[src/sv/lszr_pkg.sv]
// Shared types, constants and codes for the light sensor zone ranger.
// No dependencies; imported by every module of the block.
package lszr_pkg;

	localparam int ZONES_DEF = 16;

	localparam int DIV_STEPS = 14;
	localparam logic [13:0] LUX_F_LOW = 14'd625;
	localparam logic [13:0] LUX_F_HIGH = 14'd10000;
	// ceil(2^36 / 100); floor(x*RECIP >> 36) == x / 100 for x < 2^30
	localparam logic [29:0] RECIP_100 = 30'd687194768;
	localparam int RECIP_SHIFT = 36;

	typedef enum logic [1:0] {
		ACT_LOAD_LOW  = 2'd0,
		ACT_LOAD_HIGH = 2'd1,
		ACT_EVENT     = 2'd2,
		ACT_NONE      = 2'd3
	} action_t;

	typedef enum logic [2:0] {
		CFG_LOW_COUNT  = 3'd0,
		CFG_HIGH_COUNT = 3'd1,
		CFG_PROX_THR   = 3'd2,
		CFG_LENS       = 3'd3,
		CFG_TRIGGER    = 3'd4
	} cfg_index_t;

	typedef enum logic [2:0] {
		ST_IDLE,
		ST_RUN,
		ST_MUL,
		ST_SCALE,
		ST_OUT
	} state_t;

	typedef struct packed {
		logic [3:0]  zone_index;
		logic [7:0]  zone_low_byte;
		logic [7:0]  zone_mid_byte;
		logic [7:0]  zone_high_byte;
		logic        prox_flag;
		logic        als_flag;
		logic [15:0] light_count;
		logic [7:0]  prox_count;
	} in_item_t;

	typedef struct packed {
		logic        prox_valid;
		logic        prox_near;
		logic        lux_valid;
		logic [22:0] lux_value;
		logic        window_update;
		logic [7:0]  window_low_byte;
		logic [7:0]  window_mid_byte;
		logic [7:0]  window_high_byte;
		logic        low_range;
	} out_item_t;

	typedef struct packed {
		logic load_low;
		logic load_high;
		logic start;
		logic run;
		logic mul;
		logic scale;
		logic load_out;
	} cmd_t;

	typedef struct packed {
		logic run_done;
		logic out_free;
	} status_t;

endpackage

[src/sv/lszr_ctrl.sv]
// Sequencer for the zone ranger: decodes accepted items and steps an event
// through scan/divide, multiply, scale and result load. Uses lszr_pkg.
module lszr_ctrl
	import lszr_pkg::*;
(
	input  logic        clk,
	input  logic        arst_n,
	input  logic        in_valid,
	input  logic [1:0]  action,
	output logic        in_ready,
	input  status_t     status,
	output cmd_t        cmd
);

	state_t state_q, state_d;
	logic   accept;

	assign in_ready = (state_q == ST_IDLE);
	assign accept = in_valid && in_ready;

	always_ff @(posedge clk or negedge arst_n) begin
		if (!arst_n) begin
			state_q <= ST_IDLE;
		end else begin
			state_q <= state_d;
		end
	end

	always_comb begin
		state_d = state_q;
		unique case (state_q)
			ST_IDLE: begin
				if (accept && action == ACT_EVENT) begin
					state_d = ST_RUN;
				end
			end
			ST_RUN: begin
				if (status.run_done) begin
					state_d = ST_MUL;
				end
			end
			ST_MUL:   state_d = ST_SCALE;
			ST_SCALE: state_d = ST_OUT;
			ST_OUT: begin
				if (status.out_free) begin
					state_d = ST_IDLE;
				end
			end
			default:  state_d = ST_IDLE;
		endcase
	end

	always_comb begin
		cmd = '0;
		unique case (state_q)
			ST_IDLE: begin
				cmd.load_low  = accept && action == ACT_LOAD_LOW;
				cmd.load_high = accept && action == ACT_LOAD_HIGH;
				cmd.start     = accept && action == ACT_EVENT;
			end
			ST_RUN:   cmd.run = 1'b1;
			ST_MUL:   cmd.mul = 1'b1;
			ST_SCALE: cmd.scale = 1'b1;
			ST_OUT:   cmd.load_out = status.out_free;
			default:  cmd = '0;
		endcase
	end

endmodule

[src/sv/lszr_dp.sv]
// Datapath of the zone ranger: config registers, zone tables, zone scan,
// lens divider, lux multiply/scale and the result register. Uses lszr_pkg.
module lszr_dp
	import lszr_pkg::*;
#(
	parameter int ZONES = ZONES_DEF
) (
	input  logic        clk,
	input  logic        arst_n,
	input  cmd_t        cmd,
	output status_t     status,
	input  logic        cfg_we,
	input  logic [2:0]  cfg_index,
	input  logic [15:0] cfg_data,
	input  in_item_t    in_item,
	output logic        out_valid,
	input  logic        out_ready,
	output out_item_t   out_item
);

	localparam int AW = (ZONES > 1) ? $clog2(ZONES) : 1;
	localparam logic [8:0] ZONES_W = 9'(ZONES);

	// config
	logic [4:0]  low_count_q, high_count_q;
	logic [7:0]  prox_thr_q, lens_q;
	logic [15:0] trigger_q;

	always_ff @(posedge clk or negedge arst_n) begin
		if (!arst_n) begin
			low_count_q  <= '0;
			high_count_q <= '0;
			prox_thr_q   <= '0;
			lens_q       <= '0;
			trigger_q    <= '0;
		end else if (cfg_we) begin
			case (cfg_index)
				CFG_LOW_COUNT:  low_count_q  <= cfg_data[4:0];
				CFG_HIGH_COUNT: high_count_q <= cfg_data[4:0];
				CFG_PROX_THR:   prox_thr_q   <= cfg_data[7:0];
				CFG_LENS:       lens_q       <= cfg_data[7:0];
				CFG_TRIGGER:    trigger_q    <= cfg_data;
				default: ;
			endcase
		end
	end

	// zone tables
	logic [23:0] low_tab [ZONES];
	logic [23:0] high_tab [ZONES];
	logic [23:0] low_rd_s1, high_rd_s1;
	logic [23:0] wr_entry;
	logic        wr_ok;
	logic [AW-1:0] wr_addr, rd_addr;
	logic        issue;

	assign wr_entry = {in_item.zone_high_byte, in_item.zone_mid_byte, in_item.zone_low_byte};
	assign wr_ok = {5'd0, in_item.zone_index} < ZONES_W;
	assign wr_addr = AW'(in_item.zone_index);

	always_ff @(posedge clk) begin
		if (cmd.load_low && wr_ok) begin
			low_tab[wr_addr] <= wr_entry;
		end
		if (cmd.load_high && wr_ok) begin
			high_tab[wr_addr] <= wr_entry;
		end
		if (issue) begin
			low_rd_s1  <= low_tab[rd_addr];
			high_rd_s1 <= high_tab[rd_addr];
		end
	end

	// event state and latched fields
	logic        low_mode_q, near_sticky_q;
	logic        in_low_q, als_q, pv_q, pn_q;
	logic [15:0] light_q;
	logic [4:0]  n_q, scan_cnt_q, ri_s1;
	logic        rv_s1;
	logic        wu_q;
	logic [23:0] wsel_q;
	logic [3:0]  div_cnt_q;
	logic [13:0] dvd_q;
	logic [7:0]  rem_q;

	logic        pv, pn, lm_next;
	logic [4:0]  cnt_sel, n_clamped;
	logic [23:0] entry;
	logic [11:0] lo_b, hi_b;
	logic        match;
	logic [8:0]  trial_src, trial;
	logic        div_busy;

	assign pv = in_item.prox_flag || near_sticky_q;
	assign pn = pv && (in_item.prox_count > prox_thr_q);
	assign lm_next = low_mode_q || (in_item.light_count < trigger_q);
	assign cnt_sel = lm_next ? low_count_q : high_count_q;
	assign n_clamped = ({4'd0, cnt_sel} > ZONES_W) ? 5'(ZONES) : cnt_sel;

	assign issue = cmd.run && (scan_cnt_q < n_q);
	assign rd_addr = AW'(scan_cnt_q);

	// lower = b0 | b1[3:0] << 8, upper = b1[7:4] | b2 << 4
	assign entry = in_low_q ? low_rd_s1 : high_rd_s1;
	assign lo_b = entry[11:0];
	assign hi_b = {entry[23:16], entry[15:12]};
	assign match = (light_q >= {4'd0, lo_b}) && (light_q <= {4'd0, hi_b});

	assign trial_src = {rem_q, dvd_q[13]};
	assign trial = trial_src - {1'b0, lens_q};
	assign div_busy = div_cnt_q != 4'(DIV_STEPS);

	always_ff @(posedge clk or negedge arst_n) begin
		if (!arst_n) begin
			low_mode_q    <= 1'b0;
			near_sticky_q <= 1'b0;
			n_q           <= '0;
			scan_cnt_q    <= '0;
			rv_s1         <= 1'b0;
			div_cnt_q     <= 4'(DIV_STEPS);
		end else begin
			if (cmd.start) begin
				if (pv) begin
					near_sticky_q <= pn;
				end
				if (in_item.als_flag) begin
					low_mode_q <= lm_next;
				end
				n_q        <= in_item.als_flag ? n_clamped : 5'd0;
				scan_cnt_q <= '0;
				div_cnt_q  <= '0;
				rv_s1      <= 1'b0;
			end else if (cmd.run) begin
				rv_s1 <= issue;
				if (issue) begin
					scan_cnt_q <= scan_cnt_q + 5'd1;
				end
				if (div_busy) begin
					div_cnt_q <= div_cnt_q + 4'd1;
				end
				// a match in the last low zone leaves low range
				if (rv_s1 && match && in_low_q && ri_s1 == n_q - 5'd1) begin
					low_mode_q <= 1'b0;
				end
			end
		end
	end

	always_ff @(posedge clk) begin
		if (cmd.start) begin
			in_low_q <= in_item.als_flag ? lm_next : low_mode_q;
			als_q    <= in_item.als_flag;
			pv_q     <= pv;
			pn_q     <= pn;
			light_q  <= in_item.light_count;
			wu_q     <= 1'b0;
			wsel_q   <= '0;
			dvd_q    <= (in_item.als_flag && lm_next) ? LUX_F_LOW : LUX_F_HIGH;
			rem_q    <= '0;
		end else if (cmd.run) begin
			ri_s1 <= scan_cnt_q;
			if (rv_s1 && match) begin
				wu_q   <= 1'b1;
				wsel_q <= entry;
			end
			if (div_busy) begin
				if (!trial[8]) begin
					rem_q <= trial[7:0];
					dvd_q <= {dvd_q[12:0], 1'b1};
				end else begin
					rem_q <= trial_src[7:0];
					dvd_q <= {dvd_q[12:0], 1'b0};
				end
			end
		end
	end

	assign status.run_done = (scan_cnt_q == n_q) && !rv_s1 && !div_busy;

	// lux = quotient * light / 100, the /100 as a reciprocal multiply
	logic [29:0] prod_s2;
	logic [59:0] scaled;
	logic [22:0] lux_s3;

	assign scaled = {30'd0, prod_s2} * {30'd0, RECIP_100};

	always_ff @(posedge clk) begin
		if (cmd.mul) begin
			prod_s2 <= {16'd0, dvd_q} * {14'd0, light_q};
		end
		if (cmd.scale) begin
			lux_s3 <= scaled[RECIP_SHIFT+22:RECIP_SHIFT];
		end
	end

	// result register
	logic out_valid_q;
	out_item_t out_q;

	assign status.out_free = !out_valid_q || out_ready;

	always_ff @(posedge clk or negedge arst_n) begin
		if (!arst_n) begin
			out_valid_q <= 1'b0;
		end else if (cmd.load_out) begin
			out_valid_q <= 1'b1;
		end else if (out_ready) begin
			out_valid_q <= 1'b0;
		end
	end

	always_ff @(posedge clk) begin
		if (cmd.load_out) begin
			out_q.prox_valid       <= pv_q;
			out_q.prox_near        <= pn_q;
			out_q.lux_valid        <= als_q;
			out_q.lux_value        <= (als_q && lens_q != 8'd0) ? lux_s3 : 23'd0;
			out_q.window_update    <= wu_q;
			out_q.window_low_byte  <= wsel_q[7:0];
			out_q.window_mid_byte  <= wsel_q[15:8];
			out_q.window_high_byte <= wsel_q[23:16];
			out_q.low_range        <= low_mode_q;
		end
	end

	assign out_valid = out_valid_q;
	assign out_item = out_q;

endmodule

[src/sv/light_sensor_zone_ranger_unit.sv]
// Light sensor zone ranger, top level: stream ports and config port.
// Sequence: a load item gives no result; an event item gives its result after the
// 14-step lens divider, running beside the one-zone-per-cycle table scan of at most
// ZONES zones, then a multiply, a scale and a result load that waits for a free output.
// Throughput: one event at a time; loads every cycle while no event is in progress.
// Reset (arst_n low) clears range and proximity state and all config registers;
// zone tables are undefined until loaded. Depends on lszr_pkg, lszr_ctrl, lszr_dp.
module light_sensor_zone_ranger_unit
	import lszr_pkg::*;
#(
	parameter int ZONES = ZONES_DEF
) (
	input  logic        clk,
	input  logic        arst_n,
	input  logic        s_tvalid,
	output logic        s_tready,
	// zone_index, zone_low_byte, zone_mid_byte, zone_high_byte, prox_flag,
	// als_flag, light_count, prox_count, zero pad
	input  logic [55:0] s_tdata,
	// action
	input  logic [1:0]  s_tuser,
	output logic        m_tvalid,
	input  logic        m_tready,
	// prox_near, lux_value, window_low_byte, window_mid_byte, window_high_byte,
	// low_range, zero pad
	output logic [55:0] m_tdata,
	// prox_valid, lux_valid, window_update
	output logic [2:0]  m_tuser,
	input  logic        cfg_we,
	input  logic [2:0]  cfg_index,
	input  logic [15:0] cfg_data
);

	in_item_t  in_item;
	out_item_t out_item;
	cmd_t      cmd;
	status_t   status;

	assign in_item.zone_index     = s_tdata[3:0];
	assign in_item.zone_low_byte  = s_tdata[11:4];
	assign in_item.zone_mid_byte  = s_tdata[19:12];
	assign in_item.zone_high_byte = s_tdata[27:20];
	assign in_item.prox_flag      = s_tdata[28];
	assign in_item.als_flag       = s_tdata[29];
	assign in_item.light_count    = s_tdata[45:30];
	assign in_item.prox_count     = s_tdata[53:46];

	lszr_ctrl u_ctrl (
		.clk      (clk),
		.arst_n   (arst_n),
		.in_valid (s_tvalid),
		.action   (s_tuser),
		.in_ready (s_tready),
		.status   (status),
		.cmd      (cmd)
	);

	lszr_dp #(
		.ZONES (ZONES)
	) u_dp (
		.clk       (clk),
		.arst_n    (arst_n),
		.cmd       (cmd),
		.status    (status),
		.cfg_we    (cfg_we),
		.cfg_index (cfg_index),
		.cfg_data  (cfg_data),
		.in_item   (in_item),
		.out_valid (m_tvalid),
		.out_ready (m_tready),
		.out_item  (out_item)
	);

	assign m_tdata = {7'd0, out_item.low_range, out_item.window_high_byte,
		out_item.window_mid_byte, out_item.window_low_byte, out_item.lux_value,
		out_item.prox_near};
	assign m_tuser = {out_item.window_update, out_item.lux_valid, out_item.prox_valid};

	// loads never stall the input side
	a_load_keeps_ready: assert property (@(posedge clk) disable iff (!arst_n)
		s_tvalid && s_tready && (s_tuser == ACT_LOAD_LOW || s_tuser == ACT_LOAD_HIGH)
		|=> s_tready)
		else $error("input stalled after a zone load");

	// an event holds off further items while it is worked on
	a_event_busy: assert property (@(posedge clk) disable iff (!arst_n)
		s_tvalid && s_tready && s_tuser == ACT_EVENT |=> !s_tready)
		else $error("input taken while an event is in progress");

	// a new result is only loaded while an event is in progress
	a_result_from_event: assert property (@(posedge clk) disable iff (!arst_n)
		$rose(m_tvalid) |-> $past(!s_tready))
		else $error("result appeared without an event in progress");

endmodule

[config.mk]
export PLATFORM = sky130hd
export DESIGN_NAME = light_sensor_zone_ranger_unit
export DESIGN_NICKNAME = d
export VERILOG_FILES = /design/src/sv/lszr_pkg.sv /design/src/sv/lszr_ctrl.sv /design/src/sv/lszr_dp.sv /design/src/sv/light_sensor_zone_ranger_unit.sv
export SDC_FILE = /design/constraint.sdc
export NUM_CORES = 2
export LEC_CHECK = 0
export BUFFER_PORTS_ARGS = -buffer_cell sky130_fd_sc_hd__buf_2
export CORE_UTILIZATION = 55
export CTS_CLUSTER_SIZE = 24
export DETAILED_ROUTE_END_ITERATION = 6
export PLACE_DENSITY_LB_ADDON = 0.2
export SLEW_MARGIN = 20
export SYNTH_ARGS = -nofsm -noshare
export SYNTH_HDL_FRONTEND = slang
export SYNTH_SLANG_ARGS = --single-unit
[constraint.sdc]
create_clock -name clk -period 5.85 [get_ports clk]
set_input_delay 0.8775 -clock clk [delete_from_list [all_inputs] [get_ports clk]]
set_output_delay 0.8775 -clock clk [all_outputs]
set_load 0.02 [all_outputs]
---- After elaboration in Yosys (flattened, before gate mapping) ----
Memories as Yosys holds them, arrays and structs flattened. A register that Yosys moved wholly into a read port is not among the register bits.
Cells that the tools add are included.
operators by class
  multipliers ............................. 2
  bitwise operators ....................... 1
  equality and inequality tests ........... 16
  order comparisons ....................... 6
  reductions and logical operators ........ 42
  add/sub/neg operators ................... 4
  multiplexer cells ....................... 37
operators with widths
  operator                number
  $mux 14                 4
  $mul 30x26->55 const B  1
  $mul 14x16->30          1
  $mux 5                  6
  $mux 24                 1
  $reduce_and 2->1        12
  $mux 1                  17
  $ge 16x12->1            1
  $le 16x12->1            1
  $lt 16x16->1            1
  $pmux 3 s5              1
  $logic_and 1x1->1       14
  $eq 3x2->1 const B      4
  $mux 3                  4
  $mux 4                  3
  $eq 5x5->1              2
  $reduce_bool 2->1       5
  $sub 9x8->9             1
  $gt 8x8->1              1
  $mux 8                  1
  $reduce_bool 8->1       1
  $eq 3x1->1 const B      2
  $eq 3x3->1 const B      2
  $logic_not 3->1         2
  other kinds (15)        20
word-level totals
  output and inout bits ................... 61
  RAM bits ................................ 768
  memories ................................ 2
  register bits ........................... 240
  input bits .............................. 82
memories
  name           depth  width  rd ports  clocked after memory_dff  wr ports  RTL line       text
  u_dp.high_tab  16     24     1         1                         1         lszr_dp.sv:50  logic [23:0] high_tab [ZONES];
  u_dp.low_tab   16     24     1         1                         1         lszr_dp.sv:49  logic [23:0] low_tab [ZONES];

---- Logic depth before layout (Yosys ltp) ----
  depth after elaboration ................. 9
  depth in mapped cells ................... 24

---- Hierarchy ----
Synthesis repeated with hierarchy kept, for this count alone.
unflattened totals
  cells, all modules ...................... 3992
  area, all modules ....................... 60397.9 sq um
by module, submodules not included
  module                         cells an instance  area an instance (sq um)  seq. area each (sq um)  instances
  lszr_dp                        3965               60145.2                   30993.5                 1
  lszr_ctrl                      19                 196.4                     75.1                    1
  light_sensor_zone_ranger_unit  8                  56.3                      0.0                     1

---- Least setup slack after synthesis ----
OpenSTA, ideal clock, no wires.
  path type ............................... reg2reg
  from .................................... register u_dp.scan_cnt_q[0]
  to ...................................... register u_dp.scan_cnt_q[3]
  arrival time ............................ 6.293 ns
  stages on the path, launching flop included .. 14
  path slack .............................. -0.608 ns
  setup time .............................. 0.164 ns
  path through ............................ dfrtp_1 -> clkbuf_1 -> clkbuf_1 -> clkbuf_1 -> inv_1 -> ha_1 -> nor2b_1 -> o21a_1 -> o21ai_0 -> nand2b_1 -> a211oi_1 -> nand4_1 -> xor2_1 -> nor2_1
on the way
  longest elaborated chain between the ends .. 4
RTL lines
  element                      RTL line        text
  start, declared              lszr_dp.sv:78   logic [4:0] n_q, scan_cnt_q, ri_s1;
  start signal, assigned       lszr_dp.sv:136  scan_cnt_q <= scan_cnt_q + 5'd1;
  $lt 5x5->1                   lszr_dp.sv:100  assign issue = cmd.run && (scan_cnt_q < n_q);
  $logic_and 1x1->1            lszr_dp.sv:100
  via u_dp.issue               lszr_dp.sv:55   logic issue;
  $reduce_bool 2->1 (no line)  n/a
  $reduce_and 2->1 (no line)   n/a
The timed path passes the listed nets, and every way through them passes these cells. The select of a mux whose other input is x is not followed.
A chain may end at the register's enable or synchronous reset.

---- Worst setup path after layout ----
  from .................................... register u_dp.prod_s2[9]
  to ...................................... register u_dp.lux_s3[8], data pin
on the way
  longest elaborated chain between the ends .. 1
RTL lines
  element                 RTL line        text
  start, declared         lszr_dp.sv:181  logic [29:0] prod_s2;
  start signal, assigned  lszr_dp.sv:189  prod_s2 <= {16'd0, dvd_q} * {14'd0, light_q};
  $mul 30x26->55          lszr_dp.sv:185  assign scaled = {30'd0, prod_s2} * {30'd0, RECIP_100};
  via u_dp.scaled[44]     lszr_dp.sv:182  logic [59:0] scaled;
  end signal, assigned    lszr_dp.sv:192  lux_s3 <= scaled[RECIP_SHIFT+22:RECIP_SHIFT];
  end, declared           lszr_dp.sv:183  logic [22:0] lux_s3;
The timed path passes the listed nets, and every way through them passes these cells.

==> results.yml <==
detailed_routing:
  ant_nets: 0
  drc: 0
  wire_per_inst_um: 23.7
  via_per_inst: 5.72
  totalWireLength_um: 143000
  drt-initial-drc-count: 2507
  vias: 34500
  first_pass_iters: 7
critical_path:
  ff2ff_path_depth: 25
  crit_type: "reg2reg"
  critical_path.most_common_cell: "fa_1"
  crit-reg2reg-launch: "u_dp.prod_s2[9]$_DFFE_PP_"
  setup.worst_path.start: "u_dp.prod_s2[9]$_DFFE_PP_"
  arrival_ns: 6.70
  crit_cells: 25
  cpPeakStageDelay_ns: 0.53
  start_kind: "flip-flop"
  cp_max_fo: 6
  crit_end: "u_dp.lux_s3[8]$_DFFE_PP_"
  crit_slowest_cell: "fa_1"
  cp-end-kind: "flip-flop"
  cp.buffers_inverters: 8
  critical_path.top_delay_family: "adder cells"
  rrSetupSlack_ns: -0.42
  reg2reg_to: "u_dp.lux_s3[8]$_DFFE_PP_"
  crit_required_ns: 6.27
timing:
  maxSlewViolCount: 0
  hold_viol: 0
  tightest_slew_ns: 1.21
  finalClockSkew_ns: 0.0534
  fmax_ghz: 0.159
  hold-worst-slack_ns: 0.336
  period_minus_slack_ns: 6.27
  setup_ws_ns: -0.425
  final-setup-viol-count: 31
  slew_headroom: 0.194
  timing.final.crit_share: 1.07
  rsz0062_at_grt: "yes"
logic_synthesis:
  synthArstFlopShare: 0.0597
  ys_types: 71
  synth_edf_count: 960
  synth_ff_type: "edfxtp_1"
  postSynthCellCount: 4019
  ys_seq_area_frac: 0.514
  ys_ff_latch: 1056
  synth_area_sq_um: 60500
  synth-warning-count: 0
  syn_area_per_cell_sq_um: 15.0
layout:
  layout.nets: 5541
  fillCellCount: 7804
  area_growth_pct: 16.9
  drive_gt1_frac: 0.260
  seqCellArea_sq_um: 31100
  multi_input_area_sq_um: 27800
clock_tree:
  cts.sinks: 1056
  cts.clk_slew.worst_paths_ns: 0.06
  clockBufferDepth: 3
  cts-root-buf: "clkbuf_16"
  insertion_delay_ns: 0.70
  holdBufCountCts: 0
  htree_levels: 3
  cts-buffers-inserted: 105
  tritoncts: "yes"
global_routing:
  grt_max_degree: 93
  grt_pass1_vias: 36355
  grt_overflow: 0
  antenna_found_initial: 6
  grt_usage: 0.263
  grt_pass1_wl_um: 217000
die:
  die_area_sq_um: 111000
  die_height_um: 334
  dieWidth_um: 334
  rows: 121
  fp.coreArea_sq_um: 109000
  initial_core_util: 0.555
  io_pins: 143
placement:
  gp_congestion: 0.892
  dp_hpwl_um: 98100
  io_buffers: 133
outcome:
  violations: "setup timing"
  status: "finished, violations left"
min_path:
  hp-class: "in2async"
job:
  maxCapViolCount: 0
==> metal layers <==
layer,share of wire,wire length [um],track usage,vias up
met1,0.41,58900,0.362,17991
met3,0.056,8040,0.0331,229
met4,0.031,4370,0.0853,4
li1,-,-,-,15261
met5,0.00013,18,0,-
met2,0.50,71700,0.438,1015
==> synth_stat cells, types with 46 or more instances <==
| master | count | area (sq um) |
|---|---|---|
| nand2_1 | 222 | 833 |
| fa_1 | 445 | 8910 |
| xnor2_1 | 46 | 403 |
| clkbuf_1 | 97 | 364 |
| ha_1 | 480 | 6010 |
| o21ai_0 | 66 | 330 |
| mux4_2 | 240 | 5410 |
| dfrtp_1 | 60 | 1500 |
| and2_1 | 130 | 813 |
| nor2_1 | 90 | 338 |
| a21oi_1 | 75 | 375 |
| inv_1 | 639 | 2400 |
| edfxtp_1 | 960 | 28800 |
| a21o_1 | 49 | 368 |
==> state kept, by name, indices dropped and copies added, names as in the netlist, 4 cells and up <==
signal             count
u_dp.out_item         52
u_dp.low_count_q       5
u_dp.low_rd_s1        24
u_dp.scan_cnt_q        5
u_dp.lens_q            8
u_dp.lux_s3           23
u_dp.div_cnt_q         4
u_dp.light_q          16
u_dp.ri_s1             5
u_dp.low_tab         384
u_dp.rem_q             8
u_dp.prox_thr_q        8
u_dp.dvd_q            14
u_dp.high_count_q      5
u_dp.prod_s2          30
u_dp.trigger_q        16
u_dp.high_tab        384
u_dp.high_rd_s1       24
u_dp.wsel_q           24
u_dp.n_q               5
==> logic make-up after synthesis <==
group / after synthesis / synth area share
other cells: 1 / 0.0000620
buf+inv: 769 / 0.0482
fa+ha+maj: 925 / 0.247
simple gates: 588 / 0.0473
flops: 1056 / 0.514
compound gates: 304 / 0.0328
mux: 301 / 0.100
xor+xnor: 75 / 0.0110
==> metrics by stage <==
stage	worst slack [ns]	util	setup TNS, ns	cell area [sq um]	cells
6_report	-0.425	0.649	-8.07	70700	6036
5_1_grt	-0.591	0.649	-13.89	70700	6034
4_1_cts	-0.378	0.643	-6.93	70000	6011
3_3_place_gp	-0.591	0.601	-10.10	65400	5763
3_5_place_dp	-0.616	0.603	-11.05	65600	5773
2_1_floorplan	-0.274	-	-0.358	60700	4025
==> repair_timing <==
| item | 4_1_cts | 5_1_grt |
|---|---|---|
| resized for setup | 147 | 82 |
| setup buffers | 47 | 22 |
| setup endpoints to repair | 35 | 37 |
| pin swaps | 125 | 82 |
==> cell usage in the layout (no fill, tap or decap), types with 16 or more instances in the layout <==
cell type    n
mux2_2      22
nand2_1    214
buf_6       39
nand4_1     17
and2_1     117
ha_4        42
mux4_2     240
xnor2_1     43
nor2b_1     17
clkinv_1    19
clkbuf_16  106
a211oi_1    26
inv_2       32
a21oi_1     58
fa_1       421
buf_2      133
a21oi_2     16
clkinv_2    23
fa_2        24
inv_1      608
dfrtp_1     56
a21o_1      49
mux2i_1     39
buf_4      338
nand3_1     21
ha_1       431
nor2_4      24
xor2_1      25
nor2_1      62
o21ai_0     52
edfxtp_1   960
dfxtp_1     33
nand2b_1    22
o21a_1      16
==> final cells by class <==
| cell class | count | share of cell area |
|---|---|---|
| inverters | 640 | 0.0340 |
| flip-flops and latches | 1056 | 0.440 |
| multi-input cells | 2200 | 0.394 |
| repair buffers | 531 | 0.0586 |
| diodes | 2 | 0.0000708 |
| clock inverters | 64 | 0.00855 |
| clock buffers | 129 | 0.0399 |
| well taps | 1414 | 0.0250 |
==> worst register-to-register path: stages, from the launching register on <==
cell      delay [ns]
edfxtp_1        0.39
buf_6           0.16
buf_6           0.13
fa_1            0.47
ha_1            0.30
inv_2           0.04
fa_1            0.53
inv_1           0.05
fa_1            0.50
fa_1            0.43
fa_1            0.49
inv_1           0.05
fa_1            0.49
inv_2           0.05
ha_4            0.26
buf_6           0.10
nand2_4         0.05
nor3_4          0.13
nand3_2         0.16
nor4b_4         0.42
o21ai_2         0.17
buf_4           0.18
a21oi_4         0.16
o21a_1          0.15
nor2_1          0.05
xnor2_1         0.11
==> worst min path at each step <==
| stage | startpoint | endpoint | cells past startpoint |
|---|---|---|---|
| floorplan | u_dp.pn_q$_DFFE_PP_ | u_dp.out_item[50]$_DFFE_PP_ | 0 |
| global placement | u_dp.pn_q$_DFFE_PP_ | u_dp.out_item[50]$_DFFE_PP_ | 0 |
| detailed placement | u_dp.pn_q$_DFFE_PP_ | u_dp.out_item[50]$_DFFE_PP_ | 0 |
| CTS | s_tdata[35] | u_dp.light_q[5]$_DFFE_PP_ | 1 |
| global route | s_tdata[35] | u_dp.light_q[5]$_DFFE_PP_ | 1 |
| finish | arst_n | u_dp.prox_thr_q[5]$_DFFE_PN0P_ | 2 |
Power is not shown: default switching activity piles up to over one toggle a cycle in this logic, so the estimate is an artifact.
